File: config.mk
export PLATFORM = sky130hd
export DESIGN_NAME = rotator_position_bang_bang
export DESIGN_NICKNAME = d
export VERILOG_FILES = /design/src/design/rpbb_pkg.sv /design/src/design/rpbb_cfg_regs.sv /design/src/design/rpbb_div.sv /design/src/design/rotator_position_bang_bang.sv
export SDC_FILE = /design/constraint.sdc
export NUM_CORES = 1
export LEC_CHECK = 0
export BUFFER_PORTS_ARGS = -buffer_cell sky130_fd_sc_hd__buf_2
export CELL_PAD_IN_SITES_DETAIL_PLACEMENT = 1
export CELL_PAD_IN_SITES_GLOBAL_PLACEMENT = 1
export CORE_MARGIN = 2
export CORE_UTILIZATION = 54
export CTS_CLUSTER_DIAMETER = 200
export DETAILED_ROUTE_END_ITERATION = 7
export PLACE_DENSITY_LB_ADDON = 0.1
export SLEW_MARGIN = 20
export SYNTH_ARGS = -nofsm -noshare
export SYNTH_HDL_FRONTEND = slang
export SYNTH_HIERARCHICAL = 1
export SYNTH_SLANG_ARGS = --single-unit
File: constraint.sdc
create_clock -name clk -period 13.55 [get_ports clk]
set_clock_uncertainty 0.2 [all_clocks]
set_input_delay 2.71 -clock clk [delete_from_list [all_inputs] [get_ports clk]]
set_output_delay 2.71 -clock clk [all_outputs]
set_load 0.05 [all_outputs]
File: src/design/rpbb_pkg.sv
// Shared constants and types of the rotator positioner.
package rpbb_pkg;

    // Default width of the position sensor ADC counts.
    localparam int ADC_BITS_DEF = 10;

    // Configuration port.
    localparam int CFG_W     = 16;
    localparam int CFG_IDX_W = 3;
    localparam int RES_W     = 16;

    typedef enum logic [CFG_IDX_W-1:0] {
        CFG_AZ_ZERO = 3'd0,
        CFG_AZ_MAX  = 3'd1,
        CFG_AZ_DZ   = 3'd2,
        CFG_AZ_RES  = 3'd3,
        CFG_EL_ZERO = 3'd4,
        CFG_EL_MAX  = 3'd5,
        CFG_EL_DZ   = 3'd6,
        CFG_EL_RES  = 3'd7
    } cfg_idx_t;

    // Register values after reset.
    localparam int ZERO_RST   = 0;
    localparam int MAX_RST    = 1023;
    localparam int DZ_RST     = 4;
    localparam int AZ_RES_RST = 28836;
    localparam int EL_RES_RST = 11534;

    // Target and readback fields.
    localparam int AZ_TGT_W   = 9;
    localparam int EL_TGT_W   = 8;
    localparam int AZ_DEG_W   = 9;
    localparam int EL_DEG_W   = 8;
    localparam int AZ_DEG_MAX = 450;
    localparam int EL_DEG_MAX = 180;

    // Dividend of the goal conversion: deg * 2^17 + res fits in 26 bits.
    localparam int FRAC_SH = 17;
    localparam int NUM_W   = AZ_TGT_W + FRAC_SH;
    localparam int DEN_W   = RES_W + 1;

endpackage

File: src/design/rpbb_cfg_regs.sv
// Configuration register file of the rotator positioner.
module rpbb_cfg_regs #(
    parameter int ADC_BITS = rpbb_pkg::ADC_BITS_DEF
) (
    input  logic                           clk,
    input  logic                           rst_n,
    input  logic                           cfg_write,
    input  logic [rpbb_pkg::CFG_IDX_W-1:0] cfg_index,
    input  logic [rpbb_pkg::CFG_W-1:0]     cfg_data,
    output logic [ADC_BITS-1:0]            az_zero,
    output logic [ADC_BITS-1:0]            az_max,
    output logic [ADC_BITS-1:0]            az_dz,
    output logic [rpbb_pkg::RES_W-1:0]     az_res,
    output logic [ADC_BITS-1:0]            el_zero,
    output logic [ADC_BITS-1:0]            el_max,
    output logic [ADC_BITS-1:0]            el_dz,
    output logic [rpbb_pkg::RES_W-1:0]     el_res
);
    import rpbb_pkg::*;

    logic [ADC_BITS-1:0] az_zero_reg, az_max_reg, az_dz_reg;
    logic [ADC_BITS-1:0] el_zero_reg, el_max_reg, el_dz_reg;
    logic [RES_W-1:0]    az_res_reg, el_res_reg;
    logic [ADC_BITS-1:0] cnt_data;

    assign cnt_data = cfg_data[ADC_BITS-1:0];

    always_ff @(posedge clk or negedge rst_n)
    begin
        if (!rst_n)
        begin
            az_zero_reg <= ADC_BITS'(ZERO_RST);
            az_max_reg  <= ADC_BITS'(MAX_RST);
            az_dz_reg   <= ADC_BITS'(DZ_RST);
            az_res_reg  <= RES_W'(AZ_RES_RST);
            el_zero_reg <= ADC_BITS'(ZERO_RST);
            el_max_reg  <= ADC_BITS'(MAX_RST);
            el_dz_reg   <= ADC_BITS'(DZ_RST);
            el_res_reg  <= RES_W'(EL_RES_RST);
        end
        else if (cfg_write)
        begin
            unique case (cfg_idx_t'(cfg_index))
                CFG_AZ_ZERO: az_zero_reg <= cnt_data;
                CFG_AZ_MAX:  az_max_reg  <= cnt_data;
                CFG_AZ_DZ:   az_dz_reg   <= cnt_data;
                CFG_AZ_RES:  az_res_reg  <= cfg_data[RES_W-1:0];
                CFG_EL_ZERO: el_zero_reg <= cnt_data;
                CFG_EL_MAX:  el_max_reg  <= cnt_data;
                CFG_EL_DZ:   el_dz_reg   <= cnt_data;
                CFG_EL_RES:  el_res_reg  <= cfg_data[RES_W-1:0];
                default:     az_zero_reg <= az_zero_reg;
            endcase
        end
    end

    assign az_zero = az_zero_reg;
    assign az_max  = az_max_reg;
    assign az_dz   = az_dz_reg;
    assign az_res  = az_res_reg;
    assign el_zero = el_zero_reg;
    assign el_max  = el_max_reg;
    assign el_dz   = el_dz_reg;
    assign el_res  = el_res_reg;

endmodule

File: src/design/rpbb_div.sv
// Restoring divider, one quotient bit per cycle, with an overflow flag.
module rpbb_div #(
    parameter int ADC_BITS = rpbb_pkg::ADC_BITS_DEF
) (
    input  logic                       clk,
    input  logic                       rst_n,
    input  logic                       start,
    input  logic [rpbb_pkg::NUM_W-1:0] num,
    input  logic [rpbb_pkg::DEN_W-1:0] den,
    output logic                       done,
    output logic                       ovf,
    output logic [ADC_BITS-1:0]        quo
);
    import rpbb_pkg::*;

    // Working width holds both the dividend and the divisor shifted up by ADC_BITS.
    localparam int W  = (DEN_W + ADC_BITS > NUM_W) ? DEN_W + ADC_BITS : NUM_W;
    localparam int CW = $clog2(ADC_BITS + 2);

    logic [W-1:0]        rem_reg, rem_next;
    logic [W-1:0]        dsh_reg;
    logic [ADC_BITS:0]   q_reg;
    logic [CW-1:0]       cnt_reg;
    logic                busy_reg;
    logic                ge;

    assign ge       = rem_reg >= dsh_reg;
    assign rem_next = ge ? rem_reg - dsh_reg : rem_reg;

    always_ff @(posedge clk or negedge rst_n)
    begin
        if (!rst_n)
        begin
            busy_reg <= 1'b0;
            cnt_reg  <= '0;
        end
        else if (start)
        begin
            busy_reg <= 1'b1;
            cnt_reg  <= CW'(ADC_BITS + 1);
        end
        else if (busy_reg)
        begin
            if (cnt_reg != '0)
            begin
                cnt_reg <= cnt_reg - 1'b1;
            end
            else
            begin
                busy_reg <= 1'b0;
            end
        end
    end

    // The first step tests for a quotient of 2^ADC_BITS or more; the rest
    // produce the quotient bits from the top down.
    always_ff @(posedge clk)
    begin
        if (start)
        begin
            rem_reg <= W'(num);
            dsh_reg <= W'(den) << ADC_BITS;
            q_reg   <= '0;
        end
        else if (busy_reg && cnt_reg != '0)
        begin
            rem_reg <= rem_next;
            dsh_reg <= dsh_reg >> 1;
            q_reg   <= {q_reg[ADC_BITS-1:0], ge};
        end
    end

    assign done = busy_reg && (cnt_reg == '0);
    assign ovf  = q_reg[ADC_BITS];
    assign quo  = q_reg[ADC_BITS-1:0];

`ifndef ASSERT_OFF
    a_start_free: assert property (@(posedge clk) disable iff (!rst_n)
        start |-> (!busy_reg || done))
        else $error("divider restarted in the middle of a division");
    a_done_pulse: assert property (@(posedge clk) disable iff (!rst_n)
        done |=> !done)
        else $error("divider done held for more than one cycle");
    a_cnt_range: assert property (@(posedge clk) disable iff (!rst_n)
        cnt_reg <= CW'(ADC_BITS + 1))
        else $error("divider step count out of range");
`endif

endmodule

File: src/design/rotator_position_bang_bang.sv
// Top level of the two-axis antenna rotator positioner with dead-zone bang-bang control.
//
// Each input item (in_valid/in_ready) carries both ADC samples and, when operation
// is 1, new target degrees. Each item gives exactly one result item
// (out_valid/out_ready) with the four drive lines, the busy flag and both samples
// read back as degrees. A command converts its targets to goal counts on one
// shared restoring divider, azimuth first, then elevation, one quotient bit per
// cycle; the readback products go through one shared multiplier meanwhile.
// A sample tick steps through ST_MUL_AZ, ST_MUL_EL and ST_FIN to its result; a
// command steps through ST_AZ_DIV and ST_EL_DIV, one divider run each, then ST_FIN.
// The block takes the next item only once it is back in ST_IDLE, so it takes
// one item at a time.
// The result sits in an output register: a stalled receiver does not keep the
// block from accepting and working on the next item, which waits in its final
// step until the output register is free. Configuration writes are taken at any
// cycle with cfg_write high and must only be made while the block is idle.
// Reset restores the register defaults, clears both goals, the motion phase and
// the output register, and the block is ready in the first cycle after reset.
module rotator_position_bang_bang #(
    parameter int ADC_BITS = rpbb_pkg::ADC_BITS_DEF
) (
    input  logic                           clk,
    input  logic                           rst_n,
    // Configuration write port.
    input  logic                           cfg_write,
    input  logic [rpbb_pkg::CFG_IDX_W-1:0] cfg_index,
    input  logic [rpbb_pkg::CFG_W-1:0]     cfg_data,
    // Input item channel.
    input  logic                           in_valid,
    output logic                           in_ready,
    input  logic                           operation,
    input  logic [ADC_BITS-1:0]            az_sample,
    input  logic [ADC_BITS-1:0]            el_sample,
    input  logic [rpbb_pkg::AZ_TGT_W-1:0]  az_target_deg,
    input  logic [rpbb_pkg::EL_TGT_W-1:0]  el_target_deg,
    // Result item channel.
    output logic                           out_valid,
    input  logic                           out_ready,
    output logic                           drive_east,
    output logic                           drive_west,
    output logic                           drive_up,
    output logic                           drive_down,
    output logic                           busy_res,
    output logic [rpbb_pkg::AZ_DEG_W-1:0]  az_degrees,
    output logic [rpbb_pkg::EL_DEG_W-1:0]  el_degrees
);
    import rpbb_pkg::*;

    localparam int PROD_W = ADC_BITS + RES_W;
    localparam int EXT_W  = (ADC_BITS > AZ_DEG_W) ? ADC_BITS : AZ_DEG_W;

    typedef enum logic [2:0] {
        ST_IDLE,
        ST_AZ_DIV,
        ST_EL_DIV,
        ST_MUL_AZ,
        ST_MUL_EL,
        ST_FIN
    } state_t;

    typedef enum logic [1:0] {
        PH_IDLE = 2'd0,
        PH_AZ   = 2'd1,
        PH_EL   = 2'd2
    } phase_t;

    // Configuration registers.
    logic [ADC_BITS-1:0] az_zero, az_max, az_dz, el_zero, el_max, el_dz;
    logic [RES_W-1:0]    az_res, el_res;

    // Sequencer and item state.
    state_t                state_reg;
    phase_t                phase_reg, phase_next;
    logic                  cmd_reg;
    logic [ADC_BITS-1:0]   az_s_reg, el_s_reg;
    logic [EL_TGT_W-1:0]   el_tgt_reg;
    logic [ADC_BITS-1:0]   az_goal_reg, el_goal_reg;
    logic [ADC_BITS-1:0]   az_dhi_reg, el_dhi_reg;

    // Output register.
    logic                  out_valid_reg;
    logic                  east_reg, west_reg, up_reg, down_reg, busy_reg;
    logic [AZ_DEG_W-1:0]   az_deg_reg;
    logic [EL_DEG_W-1:0]   el_deg_reg;

    logic                  in_accept;
    logic                  slot_free;

    // Divider interface.
    logic                  div_start, div_done, div_ovf;
    logic [ADC_BITS-1:0]   div_quo;
    logic [NUM_W-1:0]      div_num;
    logic [DEN_W-1:0]      div_den;

    // Goal clamp, shared between the axes.
    logic                  g_is_az;
    logic [ADC_BITS-1:0]   g_zero, g_max, g_hi, goal_new;
    logic [ADC_BITS:0]     goal_sum;
    logic                  g_sat;

    // Readback multiplier, shared between the axes.
    logic                  m_is_az;
    logic [ADC_BITS-1:0]   m_s, m_zero, m_diff;
    logic [RES_W-1:0]      m_res;
    logic [PROD_W-1:0]     m_prod;
    logic [ADC_BITS-1:0]   m_hi;

    // Motion decision.
    logic [ADC_BITS-1:0]   az_err, el_err;
    logic                  az_move, el_move;
    logic                  east_n, west_n, up_n, down_n;
    logic [AZ_DEG_W-1:0]   az_deg_n;
    logic [EL_DEG_W-1:0]   el_deg_n;

    rpbb_cfg_regs #(
        .ADC_BITS (ADC_BITS)
    ) u_cfg (
        .clk       (clk),
        .rst_n     (rst_n),
        .cfg_write (cfg_write),
        .cfg_index (cfg_index),
        .cfg_data  (cfg_data),
        .az_zero   (az_zero),
        .az_max    (az_max),
        .az_dz     (az_dz),
        .az_res    (az_res),
        .el_zero   (el_zero),
        .el_max    (el_max),
        .el_dz     (el_dz),
        .el_res    (el_res)
    );

    assign in_ready  = (state_reg == ST_IDLE);
    assign in_accept = in_valid && in_ready;
    assign slot_free = !out_valid_reg || out_ready;

    // The azimuth division starts straight from the ports at acceptance; the
    // elevation division starts in the cycle the azimuth one finishes.
    // The dividend deg * 2^17 + res over 2 * res gives deg / res rounded half up.
    assign div_start = (in_accept && operation) || (state_reg == ST_AZ_DIV && div_done);

    always_comb
    begin
        if (state_reg == ST_IDLE)
        begin
            div_num = (NUM_W'(az_target_deg) << FRAC_SH) + NUM_W'(az_res);
            div_den = {az_res, 1'b0};
        end
        else
        begin
            div_num = (NUM_W'(el_tgt_reg) << FRAC_SH) + NUM_W'(el_res);
            div_den = {el_res, 1'b0};
        end
    end

    rpbb_div #(
        .ADC_BITS (ADC_BITS)
    ) u_div (
        .clk   (clk),
        .rst_n (rst_n),
        .start (div_start),
        .num   (div_num),
        .den   (div_den),
        .done  (div_done),
        .ovf   (div_ovf),
        .quo   (div_quo)
    );

    // Goal = quotient + zero, clamped to max and then to zero. A zero
    // resolution shows up as an overflow and lands on max as well.
    assign g_is_az  = (state_reg == ST_AZ_DIV);
    assign g_zero   = g_is_az ? az_zero : el_zero;
    assign g_max    = g_is_az ? az_max : el_max;
    assign goal_sum = {1'b0, div_quo} + {1'b0, g_zero};
    assign g_sat    = div_ovf || (goal_sum > {1'b0, g_max});
    assign g_hi     = g_sat ? g_max : goal_sum[ADC_BITS-1:0];
    assign goal_new = (g_hi < g_zero) ? g_zero : g_hi;

    // Readback: integer part of (sample - zero) * res in Q0.16, 0 at or below zero.
    assign m_is_az = (state_reg == ST_AZ_DIV) || (state_reg == ST_MUL_AZ);
    assign m_s     = m_is_az ? az_s_reg : el_s_reg;
    assign m_zero  = m_is_az ? az_zero : el_zero;
    assign m_res   = m_is_az ? az_res : el_res;
    assign m_diff  = (m_s > m_zero) ? m_s - m_zero : '0;
    assign m_prod  = PROD_W'(m_diff) * PROD_W'(m_res);
    assign m_hi    = m_prod[PROD_W-1:RES_W];

    assign az_deg_n = (EXT_W'(az_dhi_reg) > EXT_W'(AZ_DEG_MAX)) ?
                      AZ_DEG_W'(AZ_DEG_MAX) : AZ_DEG_W'(az_dhi_reg);
    assign el_deg_n = (EXT_W'(el_dhi_reg) > EXT_W'(EL_DEG_MAX)) ?
                      EL_DEG_W'(EL_DEG_MAX) : EL_DEG_W'(el_dhi_reg);

    // A move starts only when the error exceeds the dead zone.
    assign az_err  = (az_s_reg > az_goal_reg) ? az_s_reg - az_goal_reg
                                              : az_goal_reg - az_s_reg;
    assign el_err  = (el_s_reg > el_goal_reg) ? el_s_reg - el_goal_reg
                                              : el_goal_reg - el_s_reg;
    assign az_move = az_err > az_dz;
    assign el_move = el_err > el_dz;

    // Phase update and drive lines for the finished item. A command restarts
    // the sequence; azimuth arrival hands over to elevation in the same item if
    // elevation is beyond its dead zone, else ends the motion; elevation arrival ends it.
    always_comb
    begin
        phase_t ph;
        ph     = phase_reg;
        east_n = 1'b0;
        west_n = 1'b0;
        up_n   = 1'b0;
        down_n = 1'b0;
        if (cmd_reg)
        begin
            if (az_move)
            begin
                ph = PH_AZ;
            end
            else if (el_move)
            begin
                ph = PH_EL;
            end
            else
            begin
                ph = PH_IDLE;
            end
        end
        else if (phase_reg == PH_AZ && az_s_reg == az_goal_reg)
        begin
            ph = el_move ? PH_EL : PH_IDLE;
        end
        phase_next = ph;
        unique case (ph)
            PH_AZ:
            begin
                east_n = az_s_reg < az_goal_reg;
                west_n = az_s_reg > az_goal_reg;
            end
            PH_EL:
            begin
                up_n   = el_s_reg < el_goal_reg;
                down_n = el_s_reg > el_goal_reg;
                if (el_s_reg == el_goal_reg)
                begin
                    phase_next = PH_IDLE;
                end
            end
            default:
            begin
                phase_next = PH_IDLE;
            end
        endcase
    end

    always_ff @(posedge clk or negedge rst_n)
    begin
        if (!rst_n)
        begin
            state_reg     <= ST_IDLE;
            phase_reg     <= PH_IDLE;
            cmd_reg       <= 1'b0;
            az_s_reg      <= '0;
            el_s_reg      <= '0;
            el_tgt_reg    <= '0;
            az_goal_reg   <= '0;
            el_goal_reg   <= '0;
            az_dhi_reg    <= '0;
            el_dhi_reg    <= '0;
            out_valid_reg <= 1'b0;
            east_reg      <= 1'b0;
            west_reg      <= 1'b0;
            up_reg        <= 1'b0;
            down_reg      <= 1'b0;
            busy_reg      <= 1'b0;
            az_deg_reg    <= '0;
            el_deg_reg    <= '0;
        end
        else
        begin
            // In the final step the output register is refilled below instead.
            if (out_valid_reg && out_ready && state_reg != ST_FIN)
            begin
                out_valid_reg <= 1'b0;
            end
            unique case (state_reg)
                ST_IDLE:
                begin
                    if (in_accept)
                    begin
                        cmd_reg    <= operation;
                        az_s_reg   <= az_sample;
                        el_s_reg   <= el_sample;
                        el_tgt_reg <= el_target_deg;
                        state_reg  <= operation ? ST_AZ_DIV : ST_MUL_AZ;
                    end
                end
                ST_AZ_DIV:
                begin
                    az_dhi_reg <= m_hi;
                    if (div_done)
                    begin
                        az_goal_reg <= goal_new;
                        state_reg   <= ST_EL_DIV;
                    end
                end
                ST_EL_DIV:
                begin
                    el_dhi_reg <= m_hi;
                    if (div_done)
                    begin
                        el_goal_reg <= goal_new;
                        state_reg   <= ST_FIN;
                    end
                end
                ST_MUL_AZ:
                begin
                    az_dhi_reg <= m_hi;
                    state_reg  <= ST_MUL_EL;
                end
                ST_MUL_EL:
                begin
                    el_dhi_reg <= m_hi;
                    state_reg  <= ST_FIN;
                end
                ST_FIN:
                begin
                    if (slot_free)
                    begin
                        phase_reg     <= phase_next;
                        out_valid_reg <= 1'b1;
                        east_reg      <= east_n;
                        west_reg      <= west_n;
                        up_reg        <= up_n;
                        down_reg      <= down_n;
                        busy_reg      <= (phase_next != PH_IDLE);
                        az_deg_reg    <= az_deg_n;
                        el_deg_reg    <= el_deg_n;
                        state_reg     <= ST_IDLE;
                    end
                end
                default:
                begin
                    state_reg <= ST_IDLE;
                end
            endcase
        end
    end

    assign out_valid  = out_valid_reg;
    assign drive_east = east_reg;
    assign drive_west = west_reg;
    assign drive_up   = up_reg;
    assign drive_down = down_reg;
    assign busy_res   = busy_reg;
    assign az_degrees = az_deg_reg;
    assign el_degrees = el_deg_reg;

`ifndef ASSERT_OFF
    a_one_line: assert property (@(posedge clk) disable iff (!rst_n)
        out_valid |-> $onehot0({drive_east, drive_west, drive_up, drive_down}))
        else $error("more than one drive line active");
    a_idle_still: assert property (@(posedge clk) disable iff (!rst_n)
        (out_valid && !busy_res) |->
        !(drive_east || drive_west || drive_up || drive_down))
        else $error("drive line active while no motion is in progress");
    a_deg_range: assert property (@(posedge clk) disable iff (!rst_n)
        out_valid |-> (az_degrees <= AZ_DEG_W'(AZ_DEG_MAX) &&
                       el_degrees <= EL_DEG_W'(EL_DEG_MAX)))
        else $error("readback degrees beyond limit");
    a_div_in_seq: assert property (@(posedge clk) disable iff (!rst_n)
        div_done |-> (state_reg == ST_AZ_DIV || state_reg == ST_EL_DIV))
        else $error("divider finished outside a conversion step");
`endif

endmodule

==> impl_metrics.json <==
{
  "vias_per_cell": 5.840,
  "grt_pass1_vias": 17370,
  "cts_inserted_buffers": 30,
  "slowest_stage": "nand2b_4",
  "rsz0062_at_grt": "false",
  "grt_usage_pct": 30.24,
  "crit_top_cell": "fa_1",
  "worstReg2RegStart": "state_reg[2]$_DFFE_PN0P_",
  "first_pass_iters": 4,
  "fmax_mhz": 96.01,
  "std_cell_rows": 71,
  "cts.repair.resized": 0,
  "num_io_pins": 86,
  "antenna_found_initial": 7,
  "regToRegEndpoint": "el_dhi_reg[9]$_DFFE_PN0P_",
  "io_buffers": 85,
  "yosysTopAreaCellShare_pct": 19.09,
  "synthDistinctLibCells": 86,
  "critPathBufInv": 3,
  "syn-cell-area_um2": 20840,
  "fillCellCount": 4268,
  "cpLargestDelayFamily": "adder cells",
  "worstMarginPinSlew_ps": 1125,
  "clkTransAtPathRegs_ps": 60,
  "max_slew_margin_pct": 24.69,
  "clk_latency_ps": 570,
  "holdPathEnd": "u_div/q_reg[10]$_SDFFE_PP0P_",
  "ctsLongestPathBuffers": 3,
  "multi_input_area_um2": 12970,
  "synth_ff_type": "dfrtp_1",
  "drt_iter0_drc": 884,
  "drc_errors": 0,
  "synth_edf_count": 43,
  "cap_violations": 0,
  "worstPathArrival_ps": 10670,
  "routedWlPerCell_um": 21.84,
  "die_x_um": 200.5,
  "grt_pass1_wl_um": 96060,
  "regArea_um2": 6630,
  "reg2reg_slack_ps": 3130,
  "die_h_um": 200.5,
  "slowest_delay_ps": 890,
  "hold_viol_final": 0,
  "syn_inst": 2167,
  "outcome": "complete, no violations",
  "reg2regPathDepth": 28,
  "critPathMaxFanout": 77,
  "die-area_um2": 40180,
  "min_from": "u_div/q_reg[10]$_SDFFE_PP0P_",
  "crit_required_ps": 13810,
  "setup-tns-final_ps": 0,
  "seq_area_frac_synth_pct": 31.81,
  "ant_nets": 0,
  "clock_sinks": 259,
  "drive_gt1_share_pct": 16.50,
  "drt-total-wl_um": 60050,
  "ys_seq_elements": 259,
  "h-tree-depth": 1,
  "slew_viol_final": 0,
  "core_um2": 37840,
  "post_cts_buffers": 0,
  "nets": 2578,
  "period_share_pct": 76.87,
  "synthTopCellsByArea": "dfrtp_1 (19%), ha_1 (11%), fa_1 (11%), mux2_2 (7.6%), edfxtp_1 (6.2%)",
  "startpoint_type": "register",
  "vias": 16060,
  "root_buffer": "clkbuf_16",
  "end_kind": "register",
  "grt_max_degree": 114,
  "min_period_ps": 10420,
  "hp-class": "register to register",
  "post-dp-hpwl_um": 45840,
  "syn_to_final_growth_pct": 8.903,
  "holdPathStages": 2,
  "initial_utilization_pct": 55.07,
  "cts_tree": "done",
  "holdBufCountCts": 0,
  "yosys.area.top_type": "dfrtp_1",
  "async_reset_ff_share_pct": 74.90,
  "crit_type": "register to register",
  "syn-mean-instance-area_um2": 9.618,
  "ys.warnings.count": 6,
  "place_congestion": 0.8967,
  "grt_overflow": 0,
  "setup_viol": 0
}
==> worst max path at each step <==
| stage | start | end | slack (ps) | cells past startpoint |
|---|---|---|---|---|
| detailed placement | state_reg[2]$_DFFE_PN0P_ | el_dhi_reg[9]$_DFFE_PN0P_ | 2930 | 28 |
| CTS | state_reg[2]$_DFFE_PN0P_ | el_dhi_reg[9]$_DFFE_PN0P_ | 2930 | 28 |
| global placement | state_reg[2]$_DFFE_PN0P_ | az_dhi_reg[9]$_DFFE_PN0N_ | 3390 | 28 |
| global route | state_reg[2]$_DFFE_PN0P_ | el_dhi_reg[6]$_DFFE_PN0P_ | 2500 | 29 |
| floorplan | state_reg[0]$_DFFE_PN0P_ | el_dhi_reg[9]$_DFFE_PN0P_ | 4710 | 33 |
| finish | state_reg[2]$_DFFE_PN0P_ | el_dhi_reg[9]$_DFFE_PN0P_ | 3130 | 28 |
==> synth_stat cells (all sizes together) (9+ instances only) <==
| master | number |
|---|---|
| a211oi | 10 |
| a21o | 37 |
| a21oi | 105 |
| and2 | 17 |
| and3 | 12 |
| buf | 26 |
| clkbuf | 56 |
| dfrtp | 159 |
| dfstp | 35 |
| dfxtp | 22 |
| edfxtp | 43 |
| fa | 116 |
| ha | 188 |
| inv | 242 |
| mux2 | 166 |
| mux2i | 50 |
| nand2 | 298 |
| nand2b | 21 |
| nand3 | 39 |
| nand4 | 16 |
| nor2 | 124 |
| nor2b | 14 |
| nor3 | 14 |
| o21a | 16 |
| o21ai | 140 |
| o21bai | 13 |
| o31ai | 22 |
| or2 | 9 |
| xnor2 | 36 |
| xor2 | 29 |
==> tightest hold or removal path, cell delays in order (launching register included) <==
cell and delay, ps:
dfxtp_1 310, nand2_1 50, a21oi_1 50
==> through the flow <==
| stage | instances | setup WS (ps) | hold WS (ps) | util, % | cell area (um2) |
|---|---|---|---|---|---|
| finish | 2750 | 3134 | 266.0 | 59.97 | 22700 |
| global route | 2748 | 2496 | 289.5 | 59.96 | 22690 |
| CTS | 2747 | 2925 | 266.6 | 59.94 | 22680 |
| detailed placement | 2691 | 2927 | 257.0 | 57.21 | 21650 |
| global placement | 2691 | 3386 | 247.4 | 57.21 | 21650 |
| floorplan | 2168 | 4708 | 236.1 | - | 20850 |
==> layout make-up <==
cell class / instances / share of cell area, %
Clock buffer: 43 / 3.975
Timing Repair Buffer: 94 / 2.227
Sequential cell: 259 / 29.21
Inverter: 242 / 4.002
Multi-Input combinational cell: 1585 / 57.16
Clock inverter: 13 / 0.5788
Antenna cell: 3 / 0.03308
Tap cell: 511 / 2.817
==> routing by layer <==
metal  vias to the layer above  GRT usage (%)  share of wire (%)
met5                         -              0              0.095
met2                       347          52.52                 49
met1                      8122          38.25                 42
li1                       7459              -                  -
met3                       125          4.821                4.9
met4                         8          10.90                3.8
==> placed cells by master (no fill, tap or decap), types with 12 or more instances in the layout <==
cell type	instances
mux2_2	140
inv_1	242
nand3_1	39
xor2_1	29
o31ai_1	22
a21oi_1	104
mux2i_1	50
dfstp_2	35
mux2_4	21
xnor2_1	36
o21a_1	16
fa_1	116
edfxtp_1	43
clkbuf_16	32
nand4_1	15
dfrtp_1	159
ha_1	188
dfxtp_1	22
a21o_1	37
o21bai_1	13
nor2b_1	12
nand2b_1	20
and3_1	12
nor3_1	13
nor2_1	123
o21ai_1	35
buf_2	84
nand2_1	297
and2_1	16
o21ai_0	103
==> kinds of logic (layout without fill, tap and decap cells) <==
group	Yosys count	in the layout	share of synthesized area (%)
xor gates and xnor gates	65	65	2.732
and+or+nand+nor	595	595	13.08
adders and majority gates	304	304	22.43
muxes	216	216	11.75
DFF	259	259	31.81
AOI/OAI and AO/OA	403	403	12.09
other	1	5	0.01799
buffers and inverters	324	392	6.093
Power is not shown: default switching activity piles up to over one toggle a cycle in this logic, so the estimate is an artifact.
